### src/sv/cirq_pkg.sv
// shared types and codes for the cartridge irq counter and tone unit
`default_nettype none

package cirq_pkg;

    localparam int TONE_SLOTS    = 3;
    localparam int TONE_CHANNELS = 3;

    localparam logic [1:0] REQ_BUS_WRITE  = 2'd0;
    localparam logic [1:0] REQ_CPU_TICK   = 2'd1;
    localparam logic [1:0] REQ_AUDIO_TICK = 2'd2;

    localparam logic [2:0] REGION_CMD_SELECT   = 3'b100;
    localparam logic [2:0] REGION_CMD_DATA     = 3'b101;
    localparam logic [2:0] REGION_SOUND_SELECT = 3'b110;
    localparam logic [2:0] REGION_SOUND_DATA   = 3'b111;

    localparam logic [3:0] CMD_IRQ_CONTROL = 4'hD;
    localparam logic [3:0] CMD_COUNT_LOW   = 4'hE;
    localparam logic [3:0] CMD_COUNT_HIGH  = 4'hF;

    localparam logic [3:0] SND_PERIOD_BASE = 4'h0;
    localparam logic [3:0] SND_DISABLE     = 4'h7;
    localparam logic [3:0] SND_VOLUME_BASE = 4'h8;

    localparam int TRIGGER_BIT = 0;
    localparam int COUNT_BIT   = 7;
    localparam int PHASE_MSB   = 4;

    typedef struct packed {
        logic       period_lo_we;
        logic       period_hi_we;
        logic       off_we;
        logic       off_val;
        logic       volume_we;
        logic [7:0] data;
    } tone_wr_t;

endpackage

`default_nettype wire

### src/sv/cartridge_irq_counter_tone_unit.sv
// top level: input register, write decode, counter and tones, result register
//
// Each word is a bus write, a cpu cycle tick or an audio tick. A word is held in
// the input register, the counter and the three tone channels update from it as
// it leaves, and the irq level and held tone levels after the word are loaded
// into the result register. One word is taken every cycle unless the result
// register stalls, and its result is offered by the result register; a stalled
// result register holds the input register, and req_stall follows from that.
`default_nettype none

module cartridge_irq_counter_tone_unit (
    input  wire logic        clk,
    input  wire logic        rst_n,
    input  wire logic        req_valid,
    output logic             req_stall,
    input  wire logic [1:0]  req_type,
    input  wire logic [15:0] bus_address,
    input  wire logic [7:0]  bus_data,
    output logic             rsp_valid,
    input  wire logic        rsp_stall,
    output logic             irq_line,
    output logic [3:0]       tone_a_level,
    output logic [3:0]       tone_b_level,
    output logic [3:0]       tone_c_level
);
    import cirq_pkg::*;

    logic        in_valid_reg;
    logic [1:0]  kind_reg;
    logic [2:0]  region_reg;
    logic [7:0]  data_reg;
    logic        out_valid_reg;
    logic        irq_reg;
    logic [3:0]  level_reg [TONE_SLOTS];
    logic [3:0]  sound_index_reg, sound_index_next;

    logic        rsp_free;
    logic        exec;
    logic        accept;
    logic        sound_write;
    logic        audio_step;
    logic        irq_next;
    logic [3:0]  level_next [TONE_SLOTS];

    assign rsp_free  = !out_valid_reg || !rsp_stall;
    assign exec      = in_valid_reg && rsp_free;
    assign req_stall = in_valid_reg && !rsp_free;
    assign accept    = req_valid && !req_stall;

    always_ff @(posedge clk or negedge rst_n)
    begin
        if (!rst_n)
        begin
            in_valid_reg <= 1'b0;
        end
        else if (accept)
        begin
            in_valid_reg <= 1'b1;
        end
        else if (exec)
        begin
            in_valid_reg <= 1'b0;
        end
    end

    always_ff @(posedge clk)
    begin
        if (accept)
        begin
            kind_reg   <= req_type;
            region_reg <= bus_address[15:13];
            data_reg   <= bus_data;
        end
    end

    // sound register select
    always_comb
    begin
        sound_index_next = sound_index_reg;
        if (exec && kind_reg == REQ_BUS_WRITE && region_reg == REGION_SOUND_SELECT)
        begin
            sound_index_next = data_reg[3:0];
        end
    end

    always_ff @(posedge clk or negedge rst_n)
    begin
        if (!rst_n)
        begin
            sound_index_reg <= '0;
        end
        else
        begin
            sound_index_reg <= sound_index_next;
        end
    end

    assign sound_write = exec && kind_reg == REQ_BUS_WRITE && region_reg == REGION_SOUND_DATA;
    assign audio_step  = exec && kind_reg == REQ_AUDIO_TICK;

    cirq_counter u_counter (
        .clk      (clk),
        .rst_n    (rst_n),
        .exec     (exec),
        .kind     (kind_reg),
        .region   (region_reg),
        .data     (data_reg),
        .irq_next (irq_next)
    );

    for (genvar t = 0; t < TONE_SLOTS; t++)
    begin : g_tone
        if (t < TONE_CHANNELS)
        begin : g_present
            tone_wr_t wr;

            assign wr.period_lo_we = sound_write
                && sound_index_reg == SND_PERIOD_BASE + 4'(2 * t);
            assign wr.period_hi_we = sound_write
                && sound_index_reg == SND_PERIOD_BASE + 4'(2 * t + 1);
            assign wr.off_we       = sound_write && sound_index_reg == SND_DISABLE;
            assign wr.off_val      = data_reg[t];
            assign wr.volume_we    = sound_write
                && sound_index_reg == SND_VOLUME_BASE + 4'(t);
            assign wr.data         = data_reg;

            cirq_tone u_tone (
                .clk        (clk),
                .rst_n      (rst_n),
                .step       (audio_step),
                .wr         (wr),
                .level_next (level_next[t])
            );
        end
        else
        begin : g_absent
            assign level_next[t] = 4'd0;
        end
    end

    always_ff @(posedge clk or negedge rst_n)
    begin
        if (!rst_n)
        begin
            out_valid_reg <= 1'b0;
        end
        else if (exec)
        begin
            out_valid_reg <= 1'b1;
        end
        else if (!rsp_stall)
        begin
            out_valid_reg <= 1'b0;
        end
    end

    always_ff @(posedge clk)
    begin
        if (exec)
        begin
            irq_reg <= irq_next;
            for (int i = 0; i < TONE_SLOTS; i++)
            begin
                level_reg[i] <= level_next[i];
            end
        end
    end

    assign rsp_valid    = out_valid_reg;
    assign irq_line     = irq_reg;
    assign tone_a_level = level_reg[0];
    assign tone_b_level = level_reg[1];
    assign tone_c_level = level_reg[2];

    // input side only stalls when both stages hold a word
    a_stall_full: assert property (@(posedge clk) disable iff (!rst_n)
        req_stall |-> in_valid_reg && out_valid_reg && rsp_stall)
        else $error("input stalled with room in the pipe");

endmodule

`default_nettype wire

### src/sv/cirq_counter.sv
// command register decode and 16-bit irq down counter
`default_nettype none

module cirq_counter (
    input  wire logic       clk,
    input  wire logic       rst_n,
    input  wire logic       exec,
    input  wire logic [1:0] kind,
    input  wire logic [2:0] region,
    input  wire logic [7:0] data,
    output logic            irq_next
);
    import cirq_pkg::*;

    logic [3:0]  cmd_index_reg, cmd_index_next;
    logic [15:0] counter_reg, counter_next;
    logic        count_enable_reg, count_enable_next;
    logic        trigger_enable_reg, trigger_enable_next;
    logic        irq_flag_reg, irq_flag_next;
    logic [15:0] counter_dec;

    assign counter_dec = counter_reg - 16'd1;

    always_comb
    begin
        cmd_index_next      = cmd_index_reg;
        counter_next        = counter_reg;
        count_enable_next   = count_enable_reg;
        trigger_enable_next = trigger_enable_reg;
        irq_flag_next       = irq_flag_reg;
        if (exec && kind == REQ_BUS_WRITE)
        begin
            if (region == REGION_CMD_SELECT)
            begin
                cmd_index_next = data[3:0];
            end
            else if (region == REGION_CMD_DATA)
            begin
                unique case (cmd_index_reg)
                    CMD_IRQ_CONTROL:
                    begin
                        trigger_enable_next = data[TRIGGER_BIT];
                        count_enable_next   = data[COUNT_BIT];
                        if (!data[TRIGGER_BIT])
                        begin
                            irq_flag_next = 1'b0;
                        end
                    end
                    CMD_COUNT_LOW:  counter_next = {counter_reg[15:8], data};
                    CMD_COUNT_HIGH: counter_next = {data, counter_reg[7:0]};
                    default: ;
                endcase
            end
        end
        else if (exec && kind == REQ_CPU_TICK && count_enable_reg)
        begin
            counter_next = counter_dec;
            if (counter_dec == 16'd0 && trigger_enable_reg)
            begin
                irq_flag_next = 1'b1;
            end
        end
    end

    assign irq_next = irq_flag_next;

    always_ff @(posedge clk or negedge rst_n)
    begin
        if (!rst_n)
        begin
            cmd_index_reg      <= '0;
            counter_reg        <= '0;
            count_enable_reg   <= 1'b0;
            trigger_enable_reg <= 1'b0;
            irq_flag_reg       <= 1'b0;
        end
        else
        begin
            cmd_index_reg      <= cmd_index_next;
            counter_reg        <= counter_next;
            count_enable_reg   <= count_enable_next;
            trigger_enable_reg <= trigger_enable_next;
            irq_flag_reg       <= irq_flag_next;
        end
    end

    // flag can only stand while the trigger is enabled
    a_flag_needs_trigger: assert property (@(posedge clk) disable iff (!rst_n)
        irq_flag_reg |-> trigger_enable_reg)
        else $error("irq flag set without trigger enable");

    a_count_hold: assert property (@(posedge clk) disable iff (!rst_n)
        exec && kind == REQ_CPU_TICK && !count_enable_reg |=> $stable(counter_reg))
        else $error("counter moved while disabled");

endmodule

`default_nettype wire

### src/sv/cirq_tone.sv
// one square tone: period, disable, volume, timer, phase and held level
`default_nettype none

module cirq_tone (
    input  wire logic              clk,
    input  wire logic              rst_n,
    input  wire logic              step,
    input  wire cirq_pkg::tone_wr_t wr,
    output logic [3:0]             level_next
);
    import cirq_pkg::*;

    logic [11:0] period_reg, period_next;
    logic [12:0] timer_reg, timer_next;
    logic [4:0]  phase_reg, phase_next;
    logic        off_reg, off_next;
    logic [3:0]  volume_reg, volume_next;
    logic [3:0]  level_reg;
    logic [12:0] timer_dec;

    assign timer_dec = timer_reg - 13'd1;

    always_comb
    begin
        period_next = period_reg;
        off_next    = off_reg;
        volume_next = volume_reg;
        timer_next  = timer_reg;
        phase_next  = phase_reg;
        level_next  = level_reg;
        if (wr.period_lo_we)
        begin
            period_next = {period_reg[11:8], wr.data};
        end
        if (wr.period_hi_we)
        begin
            period_next = {wr.data[3:0], period_reg[7:0]};
        end
        if (wr.off_we)
        begin
            off_next = wr.off_val;
        end
        if (wr.volume_we)
        begin
            volume_next = wr.data[3:0];
        end
        if (step)
        begin
            if (timer_dec == 13'd0)
            begin
                phase_next = phase_reg + 5'd1;
                timer_next = {1'b0, period_reg} + 13'd1;
            end
            else
            begin
                timer_next = timer_dec;
            end
            level_next = (!off_reg && phase_next[PHASE_MSB]) ? volume_reg : 4'd0;
        end
    end

    always_ff @(posedge clk or negedge rst_n)
    begin
        if (!rst_n)
        begin
            period_reg <= '0;
            timer_reg  <= 13'd1;
            phase_reg  <= '0;
            off_reg    <= 1'b0;
            volume_reg <= '0;
            level_reg  <= '0;
        end
        else
        begin
            period_reg <= period_next;
            timer_reg  <= timer_next;
            phase_reg  <= phase_next;
            off_reg    <= off_next;
            volume_reg <= volume_next;
            level_reg  <= level_next;
        end
    end

    // a step either reloads or leaves a nonzero count
    a_timer_nonzero: assert property (@(posedge clk) disable iff (!rst_n)
        step |=> timer_reg != 13'd0)
        else $error("tone timer left at zero");

    a_level_held: assert property (@(posedge clk) disable iff (!rst_n)
        !step |=> $stable(level_reg))
        else $error("tone level changed without an audio tick");

endmodule

`default_nettype wire
### config.mk
export PLATFORM = sky130hd
export DESIGN_NAME = cartridge_irq_counter_tone_unit
export DESIGN_NICKNAME = d
export VERILOG_FILES = /design/src/sv/cirq_pkg.sv /design/src/sv/cartridge_irq_counter_tone_unit.sv /design/src/sv/cirq_counter.sv /design/src/sv/cirq_tone.sv
export SDC_FILE = /design/constraint.sdc
export NUM_CORES = 1
export LEC_CHECK = 0
export ABC_AREA = 1
export BUFFER_PORTS_ARGS = -buffer_cell sky130_fd_sc_hd__buf_2
export CAP_MARGIN = 40
export CORE_UTILIZATION = 30
export CTS_BUF_LIST = sky130_fd_sc_hd__clkbuf_16
export CTS_CLUSTER_DIAMETER = 100
export DETAILED_ROUTE_END_ITERATION = 10
export PLACE_DENSITY = 0.49
export SETUP_SLACK_MARGIN = 0.15
export SYNTH_ARGS = -nofsm -noshare
export SYNTH_HDL_FRONTEND = slang
export SYNTH_HIERARCHICAL = 1
export SYNTH_SLANG_ARGS = --single-unit
### constraint.sdc
create_clock -name clk -period 4.2 [get_ports clk]
set_input_delay 0.42 -clock clk [delete_from_list [all_inputs] [get_ports clk]]
set_output_delay 0.42 -clock clk [all_outputs]
set_load 0.005 [all_outputs]
# Word level (Yosys, flattened, before mapping)
# Memories as Yosys holds them, arrays and structs flattened.
# Index checks and enable logic that the tools add are counted.
[classes] add_sub_neg=10 n_eq_ne=28 muxes=39 bitwise_logic=4 reduce_logical=49
[op_table] cell="$mux W16" count=4
[op_table] cell="$add A12 B1 Y13 const B" count=3
[op_table] cell="$logic_not A13 Y1" count=3
[op_table] cell="$mux W13" count=3
[op_table] cell="$sub A13 B1 Y13 const B" count=3
[op_table] cell="$mux W12" count=3
[op_table] cell="$pmux W16 S2" count=1
[op_table] cell="$mux W5" count=6
[op_table] cell="$eq A4 B4 Y1 const B" count=6
[op_table] cell="$mux W4" count=6
[op_table] cell="$mux W8" count=3
[op_table] cell="$logic_and A1 B1 Y1" count=23
[op_table] cell="$logic_not A16 Y1" count=1
[op_table] cell="$sub A16 B1 Y16 const B" count=1
[op_table] cell="$add A5 B1 Y5 const B" count=3
[op_table] cell="$ne A2 B1 Y1 const B" count=7
[op_table] cell="$reduce_and A2 Y1" count=7
[op_table] cell="$mux W1" count=13
[op_table] cell="$eq A3 B3 Y1 const B" count=4
[op_table] cell="$eq A4 B3 Y1 const B" count=3
[op_table] cell="$reduce_and A5 Y1" count=2
[op_table] cell="$eq A4 B2 Y1 const B" count=2
[op_table] cell="$logic_not A1 Y1" count=7
[op_table] cell="$ne A2 B2 Y1 const B" count=3
[op_table] cell="other kinds (9)" count=13
[totals] register_bits=160 ram_bits=12 input_bits=30 out_inout_bits=15 word_cells=168 mem_count=1
[mem_list] memory="level_reg" words=3 width=4 rd=3 rd_ports_with_merged_regs=0 wr=3 line_no="cartridge_irq_counter_tone_unit.sv:34" text="logic [3:0] level_reg [TONE_SLOTS];"

# Longest topological paths before layout
# Gate-level depths: netlist of run 1.
[depth] ltp_word=8 mapped_depth=14 mapped_depth_nobuf=14

# By module
# The synthesis of run 1 kept the hierarchy.
[by_module_without_submodules] mod="cirq_tone" instances=3 cells_per_inst=299 area_each_um2=2353.5 seq_area_each_um2=977.2
[by_module_without_submodules] mod="cirq_counter" instances=1 cells_per_inst=222 area_each_um2=1561.5 seq_area_each_um2=575.6
[by_module_without_submodules] mod="cartridge_irq_counter_tone_unit" instances=1 cells_per_inst=91 area_each_um2=1229.9 seq_area_each_um2=930.9

# Worst setup path before layout of run 1
# OpenSTA, ideal clock, no wires.
[synth_path] path_kind="reg-to-reg" start="register out_valid_reg, in the netlist rsp_valid" end="memory level_reg[0][0] (data pin)" setup_time_ns=0.258 arrival_ns=2.913 t_required_ns=3.942 path_slack_ns=1.029 path_stages_with_launch=8 path_buffers=1 cell_sequence="dfrtp_1 nand2_2 nand2_4 nor3_1 clkinv_1 clkbuf_1 nand2_1 nand2_1"
[synth_rtl] element="from (decl)" line_no="cartridge_irq_counter_tone_unit.sv:32" text="logic out_valid_reg;"
[synth_rtl] element="from (signal assigned)" line_no="cartridge_irq_counter_tone_unit.sv:145" text="out_valid_reg <= 1'b0;"
[synth_rtl] element="from (signal assigned)" line_no="cartridge_irq_counter_tone_unit.sv:149" text="out_valid_reg <= 1'b1;"
[synth_rtl] element="from (signal assigned)" line_no="cartridge_irq_counter_tone_unit.sv:153" text="out_valid_reg <= 1'b0;"
[synth_rtl] element="to (decl)" line_no="cartridge_irq_counter_tone_unit.sv:34"

# Worst setup path after layout of run 1
[layout_path] start="register out_valid_reg, in the netlist rsp_valid" end="register g_tone[0].g_present.u_tone.timer_reg[11]"
[layout_via] elab_chain_cells=4
[layout_rtl] element="$logic_not A1 Y1" line_no="cartridge_irq_counter_tone_unit.sv:45" text="assign rsp_free = !out_valid_reg || !rsp_stall;"
[layout_rtl] element="$logic_or A1 B1 Y1" line_no="cartridge_irq_counter_tone_unit.sv:45"
[layout_rtl] element="$logic_and A1 B1 Y1" line_no="cartridge_irq_counter_tone_unit.sv:46" text="assign exec = in_valid_reg && rsp_free;"
[layout_rtl] element="$logic_and A1 B1 Y1" line_no="cartridge_irq_counter_tone_unit.sv:99" text="assign audio_step = exec && kind_reg == REQ_AUDIO_TICK;"
[layout_rtl] element="net audio_step" line_no="cartridge_irq_counter_tone_unit.sv:41" text="logic audio_step;"
[layout_rtl] element="to (signal assigned)" line_no="cirq_tone.sv:76" text="timer_reg <= timer_next;"
[layout_rtl] element="to (decl)" line_no="cirq_tone.sv:14" text="logic [12:0] timer_reg, timer_next;"
# The timed path passes the listed nets, and every way through them passes these cells.
# A chain may end at the register's enable or synchronous reset.

==> flow_summary.json, run 1 <==
{
  "antenna_found_initial": 0,
  "post-route-drc-count": 0,
  "wl_per_cell_um": 13.2,
  "synthCells": 1210,
  "hold_viol": 0,
  "synth_nets": 1254,
  "outcome": "finished clean",
  "clk_pin_slew_ps": 70,
  "gr-total-overflow": 0,
  "postSynthAreaPerCell_um2": 8.14,
  "worstSkewPairLatency_ps": 430,
  "yosys_warnings": 6,
  "critPathMaxFanout": 39,
  "ys_ff_latch": 172,
  "dr.pass1.iters": 5,
  "core_mm2": 0.0320,
  "drv_slew": 0,
  "worstSetupPathType": "reg -> reg",
  "grt_util_met3_pct": 2.58,
  "routed_wirelength_um": 22500,
  "clockRootBuffer": "clkbuf_16",
  "fillers": 3345,
  "worstMarginPinSlew_ps": 786,
  "routabilityCongestion": 0.799,
  "grtUsageMet2_pct": 22.9,
  "setup_viol": 0,
  "cp.required_ps": 4500,
  "grt_pass1_vias": 7441,
  "multi_input_area_mm2": 0.00481,
  "dieArea_mm2": 0.0336,
  "cts_inserted_buffers": 17,
  "relSlewSlack_pct": 47.6,
  "setup_tns_ps": 0,
  "dp_hpwl_um": 16200,
  "irDropWorstVdd_uv": 260,
  "min_path_type": "in -> reg",
  "seq_area_mm2": 0.00444,
  "ys_types": 46,
  "power_leakage_nw": 5.24,
  "fin_skew_ps": 13.8,
  "end_kind": "flip-flop",
  "cap_viol_max_count": 0,
  "track_usage_pct": 14.2,
  "drt_iter0_drc": 497,
  "use_met1_pct": 19.8,
  "top_usage_layer": "met2",
  "via_per_inst": 4.51,
  "largest_reg_flops": 39,
  "critPathArrivalTime_ps": 2790,
  "synth_top_flop_cell": "dfrtp_1",
  "cts_setup_buffers": 0,
  "start_kind": "flip-flop",
  "max_freq_ghz": 0.403,
  "yosysSeqAreaShare_pct": 45.0,
  "num_io_pins": 45,
  "ant_nets": 0,
  "fin_crit_sh_pct": 59.1,
  "rsz0062_at_grt": "false",
  "vias": 7663,
  "layout_setup_ws_ps": 1720,
  "start_util_pct": 30.8,
  "drive_gt1_share_pct": 17.9,
  "clock_sinks": 172,
  "area_growth_pct": 13.5,
  "htree_levels": 4,
  "n_antenna_cell": 0,
  "synthArstFlopShare_pct": 84.9,
  "cts_max_path_buffers": 2,
  "synth_edf_count": 26,
  "rows": 65,
  "grt_max_degree": 58,
  "worst-r2r-cell-count": 7,
  "die_height_um": 183,
  "power_density_mw_per_mm2": 477,
  "io_buffers": 31,
  "fin_nets": 1296,
  "grt_pass1_wl_um": 37800,
  "min_path_cells": 1,
  "die_w_um": 183,
  "fin_crit_ps": 2480,
  "pre_cts_ws_ps": 1580,
  "cts_tree": "yes",
  "synthesis.area_mm2": 0.00985
}
-- Yosys cell counts, types with 4 or more instances --
cell type | number | area share [%]
mux2_2 | 20 | 2.3
xor2_1 | 32 | 2.8
clkbuf_1 | 9 | 0.34
a22oi_1 | 11 | 0.84
o21bai_1 | 6 | 0.46
nand4_1 | 12 | 0.76
a21oi_1 | 24 | 1.2
o21ai_2 | 6 | 0.53
nand2_4 | 8 | 0.91
nor2_1 | 147 | 5.6
inv_1 | 120 | 4.6
nand2_2 | 36 | 2.3
edfxtp_1 | 26 | 7.9
ha_1 | 14 | 1.8
nor2_4 | 16 | 1.8
nand3_2 | 11 | 1.1
a22oi_2 | 6 | 0.76
nand2_1 | 318 | 12
nand3_1 | 79 | 4.0
xnor2_1 | 14 | 1.2
o21ai_1 | 29 | 1.5
nor2_2 | 17 | 1.1
dfrtp_1 | 143 | 36
inv_2 | 21 | 0.80
buf_2 | 4 | 0.20
o21ai_0 | 38 | 1.9
-- critical path, stage by stage, from the launching register on --
cell and delay, ps:
dfrtp_1 430, nand2_2 120, nand2_4 80, nor3_2 140, buf_4 440, clkinv_1 640, o21ai_0 400, o21ai_2 80
-- report_power, final --
group | switching [W] | internal (W)
Sequential | 0.000259 | 0.00202
Clock | 0.000674 | 0.000988
Combinational | 0.000894 | 0.000506
-- layout by cell type (no fill, tap or decap), drive strengths merged, types with 3 or more instances in the layout --
cell	instances
a21oi	25
a22oi	17
buf	36
bufinv	4
clkbuf	17
clkinv	9
dfrtp	143
dfstp	3
edfxtp	26
ha	14
inv	145
mux2	20
nand2	362
nand3	90
nand3b	6
nand4	13
nor2	181
nor3	3
nor4	3
o211ai	3
o21ai	74
o21bai	9
o22ai	3
o31ai	3
xnor2	17
xor2	35
-- cell families (layout without fill, tap and decap cells) --
kind of cell,after synthesis,after routing,synth area share (%)
flops,172,172,45.0
compound gates,135,135,8.52
simple gates,659,659,31.1
fa+ha+maj,14,14,1.78
buf+inv,158,213,6.15
mux,20,20,2.29
xor+xnor,52,52,5.08
-- what timing repair did --
item | 4_1_cts | 5_1_grt
hold buffers | 1 | 0
resized for setup | 0 | 0
hold endpoints to repair | 38 | 0
-- stage by stage --
step | instance area (um^2) | hold slack [ps] | utilization, % | std cells | total power [W]
finish | 11200 | 168 | 35.0 | 1700 | 0.00534
global route | 11200 | 141 | 35.0 | 1700 | 0.00572
CTS | 11200 | 149 | 35.0 | 1700 | 0.00540
detailed placement | 10600 | 371 | 33.1 | 1667 | 0.00371
global placement | 10500 | 460 | 33.0 | 1666 | 0.00370
floorplan | 9850 | 124 | - | 1210 | 0.00335
-- worst paths after layout --
kind	from	to	slack [ps]
max in group asynchronous	rst_n	g_tone[0].g_present.u_tone/timer_reg[0]$_DFFE_PN1P_	2680
min in group asynchronous	rst_n	g_tone[1].g_present.u_tone/timer_reg[6]$_DFFE_PN0P_	490
setup / recovery	rsp_valid$_DFFE_PN0P_	g_tone[0].g_present.u_tone/timer_reg[11]$_DFFE_PN0P_	1720
hold / removal	bus_data[2]	data_reg[2]$_DFFE_PP_	170
setup reg to reg	rsp_valid$_DFFE_PN0P_	g_tone[0].g_present.u_tone/timer_reg[11]$_DFFE_PN0P_	1720
hold reg to reg	g_tone[0].g_present.u_tone/level_reg[1]$_DFF_PN0_	g_tone[0].g_present.u_tone/level_reg[1]$_DFF_PN0_	470
-- routing by layer --
layer  share of wire (%)  wire (um)
met4                0.73        164
met5                   0          0
met2                  46      10300
met3                 2.5        562
met1                  51      11500
-- final cells by class --
class | count | area share, %
multi-input cells | 880 | 43.0
flip-flops and latches | 172 | 39.7
well taps | 435 | 4.87
inverters | 144 | 4.83
clock buffers | 17 | 3.80
repair buffers | 37 | 2.16
clock inverters | 15 | 1.62
(Power assumes the default switching activity.)
==> run 2, diff against run 1 <==
PLACE_DENSITY = 0.5   (was 0.49)
clock period = 2.1 ns   (was 4.2 ns; I/O delays follow)
==> run 2 against run 1 <==
Flip-flop and latch count stayed put. Clock skew is 4.0 ps lower. Total power rose by 120%. Sequential share of layout area fell by 3.8 points. Via count up 4.4%. Setup slack got worse by 1600 ps. Combinational power rose to 3.0 times the previous value. Wire length grew 5.7%. Fmax grew 23%. Design area rose by 11%. Critical endpoint is now level_reg[0][10]$_DFFE_PP_.
==> flow_summary.json, run 2 (synthesis results as in run 1) <==
{
  "routed_wirelength_um": 23800,
  "die_height_um": 183,
  "cts_max_path_buffers": 2,
  "track_usage_pct": 14.8,
  "clockRootBuffer": "clkbuf_16",
  "outcome": "finished clean",
  "multi_input_area_mm2": 0.00547,
  "cts_inserted_buffers": 17,
  "n_antenna_cell": 0,
  "fin_crit_sh_pct": 95.8,
  "ant_nets": 0,
  "fin_skew_ps": 9.84,
  "largest_reg_flops": 39,
  "power_density_mw_per_mm2": 949,
  "drt_iter0_drc": 358,
  "end_kind": "flip-flop",
  "wl_per_cell_um": 13.4,
  "worstSetupPathType": "reg -> reg",
  "min_path_type": "in -> reg",
  "grt_pass1_wl_um": 39100,
  "die_w_um": 183,
  "num_io_pins": 45,
  "final_cells": 1772,
  "cp.required_ps": 2280,
  "layout_setup_ws_ps": 89.2,
  "rows": 65,
  "drive_gt1_share_pct": 30.0,
  "dr.pass1.iters": 5,
  "irDropWorstVdd_uv": 591,
  "setup_tns_ps": 0,
  "gr-total-overflow": 0,
  "min_path_cells": 3,
  "grt_max_degree": 52,
  "cts_tree": "yes",
  "drv_slew": 0,
  "grt_pass1_vias": 7779,
  "dieArea_mm2": 0.0336,
  "hold_viol": 0,
  "start_kind": "flip-flop",
  "htree_levels": 4,
  "area_growth_pct": 25.8,
  "pre_cts_ws_ps": -43.9,
  "clk_pin_slew_ps": 70,
  "fin_crit_ps": 2010,
  "via_per_inst": 4.51,
  "power_w": 0.0118,
  "critPathMaxFanout": 5,
  "rsz0062_at_grt": "true",
  "start_util_pct": 30.8,
  "fin_nets": 1368,
  "relSlewSlack_pct": 45.8,
  "io_buffers": 31,
  "cap_viol_max_count": 0,
  "clock_sinks": 172,
  "mostFrequentLayoutCell": "nand2_1",
  "worstSkewPairLatency_ps": 440,
  "max_freq_ghz": 0.497,
  "worstMarginPinSlew_ps": 813,
  "post-route-drc-count": 0,
  "routabilityCongestion": 0.805,
  "fillers": 3201,
  "final_cell_mix": "nand2_1, dfrtp_1, inv_1, nor2_1, nand3_1",
  "antenna_found_initial": 0,
  "critPathArrivalTime_ps": 2190,
  "post-route-util_pct": 38.8,
  "setup_viol": 0,
  "dp_hpwl_um": 16500,
  "core_mm2": 0.0320,
  "power_leakage_nw": 5.67,
  "worst-r2r-cell-count": 13,
  "seq_area_mm2": 0.00445,
  "vias": 7998,
  "placedCellCount": 1700
}
[run 2: path summary, 6_finish.rpt]
path / to / from / slack (ps)
worst min register to register: g_tone[0].g_present.u_tone/level_reg[1]$_DFF_PN0_ / g_tone[0].g_present.u_tone/level_reg[1]$_DFF_PN0_ / 470
worst min-delay path: rsp_valid$_DFFE_PN0P_ / rsp_stall / 100
worst max register to register: level_reg[0][10]$_DFFE_PP_ / g_tone[2].g_present.u_tone/timer_reg[1]$_DFFE_PN0P_ / 90
worst max-delay path: level_reg[0][10]$_DFFE_PP_ / g_tone[2].g_present.u_tone/timer_reg[1]$_DFFE_PN0P_ / 90
max in group asynchronous: g_tone[0].g_present.u_tone/timer_reg[0]$_DFFE_PN1P_ / rst_n / 1190
min in group asynchronous: g_tone[1].g_present.u_tone/timer_reg[7]$_DFFE_PN0P_ / rst_n / 250
[run 2: power by group]
part           total (W)  internal [W]  leakage (nW)  switching (W)
combinational    0.00413       0.00182          3.45        0.00231
sequential       0.00463       0.00404          1.95       0.000584
clock            0.00301       0.00158         0.270        0.00142
total             0.0118       0.00744          5.67        0.00432
[run 2: worst max-delay path, stage by stage, from the launching register on]
cell and delay [ps]:
dfrtp_1 400, inv_2 100, ha_4 190, nand2_8 70, nor2_4 150, nand2_2 80
nand2_4 80, nand2_4 60, nor2_4 100, nand3_2 100, o21bai_2 150, nand2_2 90
nand3_1 90, nand2_1 80
[run 2: what timing repair did]
| item | CTS | global route |
|---|---|---|
| pin swaps | 38 | 61 |
| hold buffers | 15 | 0 |
| buffers inserted | 14 | 11 |
| endpoints found under the hold margin | 48 | 0 |
| resized for setup | 84 | 91 |
| setup endpoints to repair | 83 | 117 |
[run 2: metal layers]
| metal | vias up | GRT usage (%) | share of wire, % |
|---|---|---|---|
| met5 | - | 0 | 0 |
| met4 | 0 | 4.47 | 1.0 |
| met3 | 18 | 2.28 | 2.9 |
| met2 | 86 | 23.9 | 47 |
| met1 | 3780 | 20.4 | 49 |
| li1 | 4114 | - | - |
[run 2: cell type report]
cell class	count	area share, %
tap	435	4.39
multi-input combinational	880	44.2
clock inverter	14	0.787
clock buffer	18	3.63
sequential	172	35.9
inverter	144	4.41
timing repair buffer	109	6.77
[run 2: per-stage QoR]
| step | cell area [um^2] | hold slack, ps |
|---|---|---|
| 2_1_floorplan | 9910 | -85.6 |
| 3_3_place_gp | 10800 | 162 |
| 3_5_place_dp | 10800 | 158 |
| 4_1_cts | 12000 | 77.3 |
| 5_1_grt | 12400 | 92.6 |
| 6_report | 12400 | 97.2 |
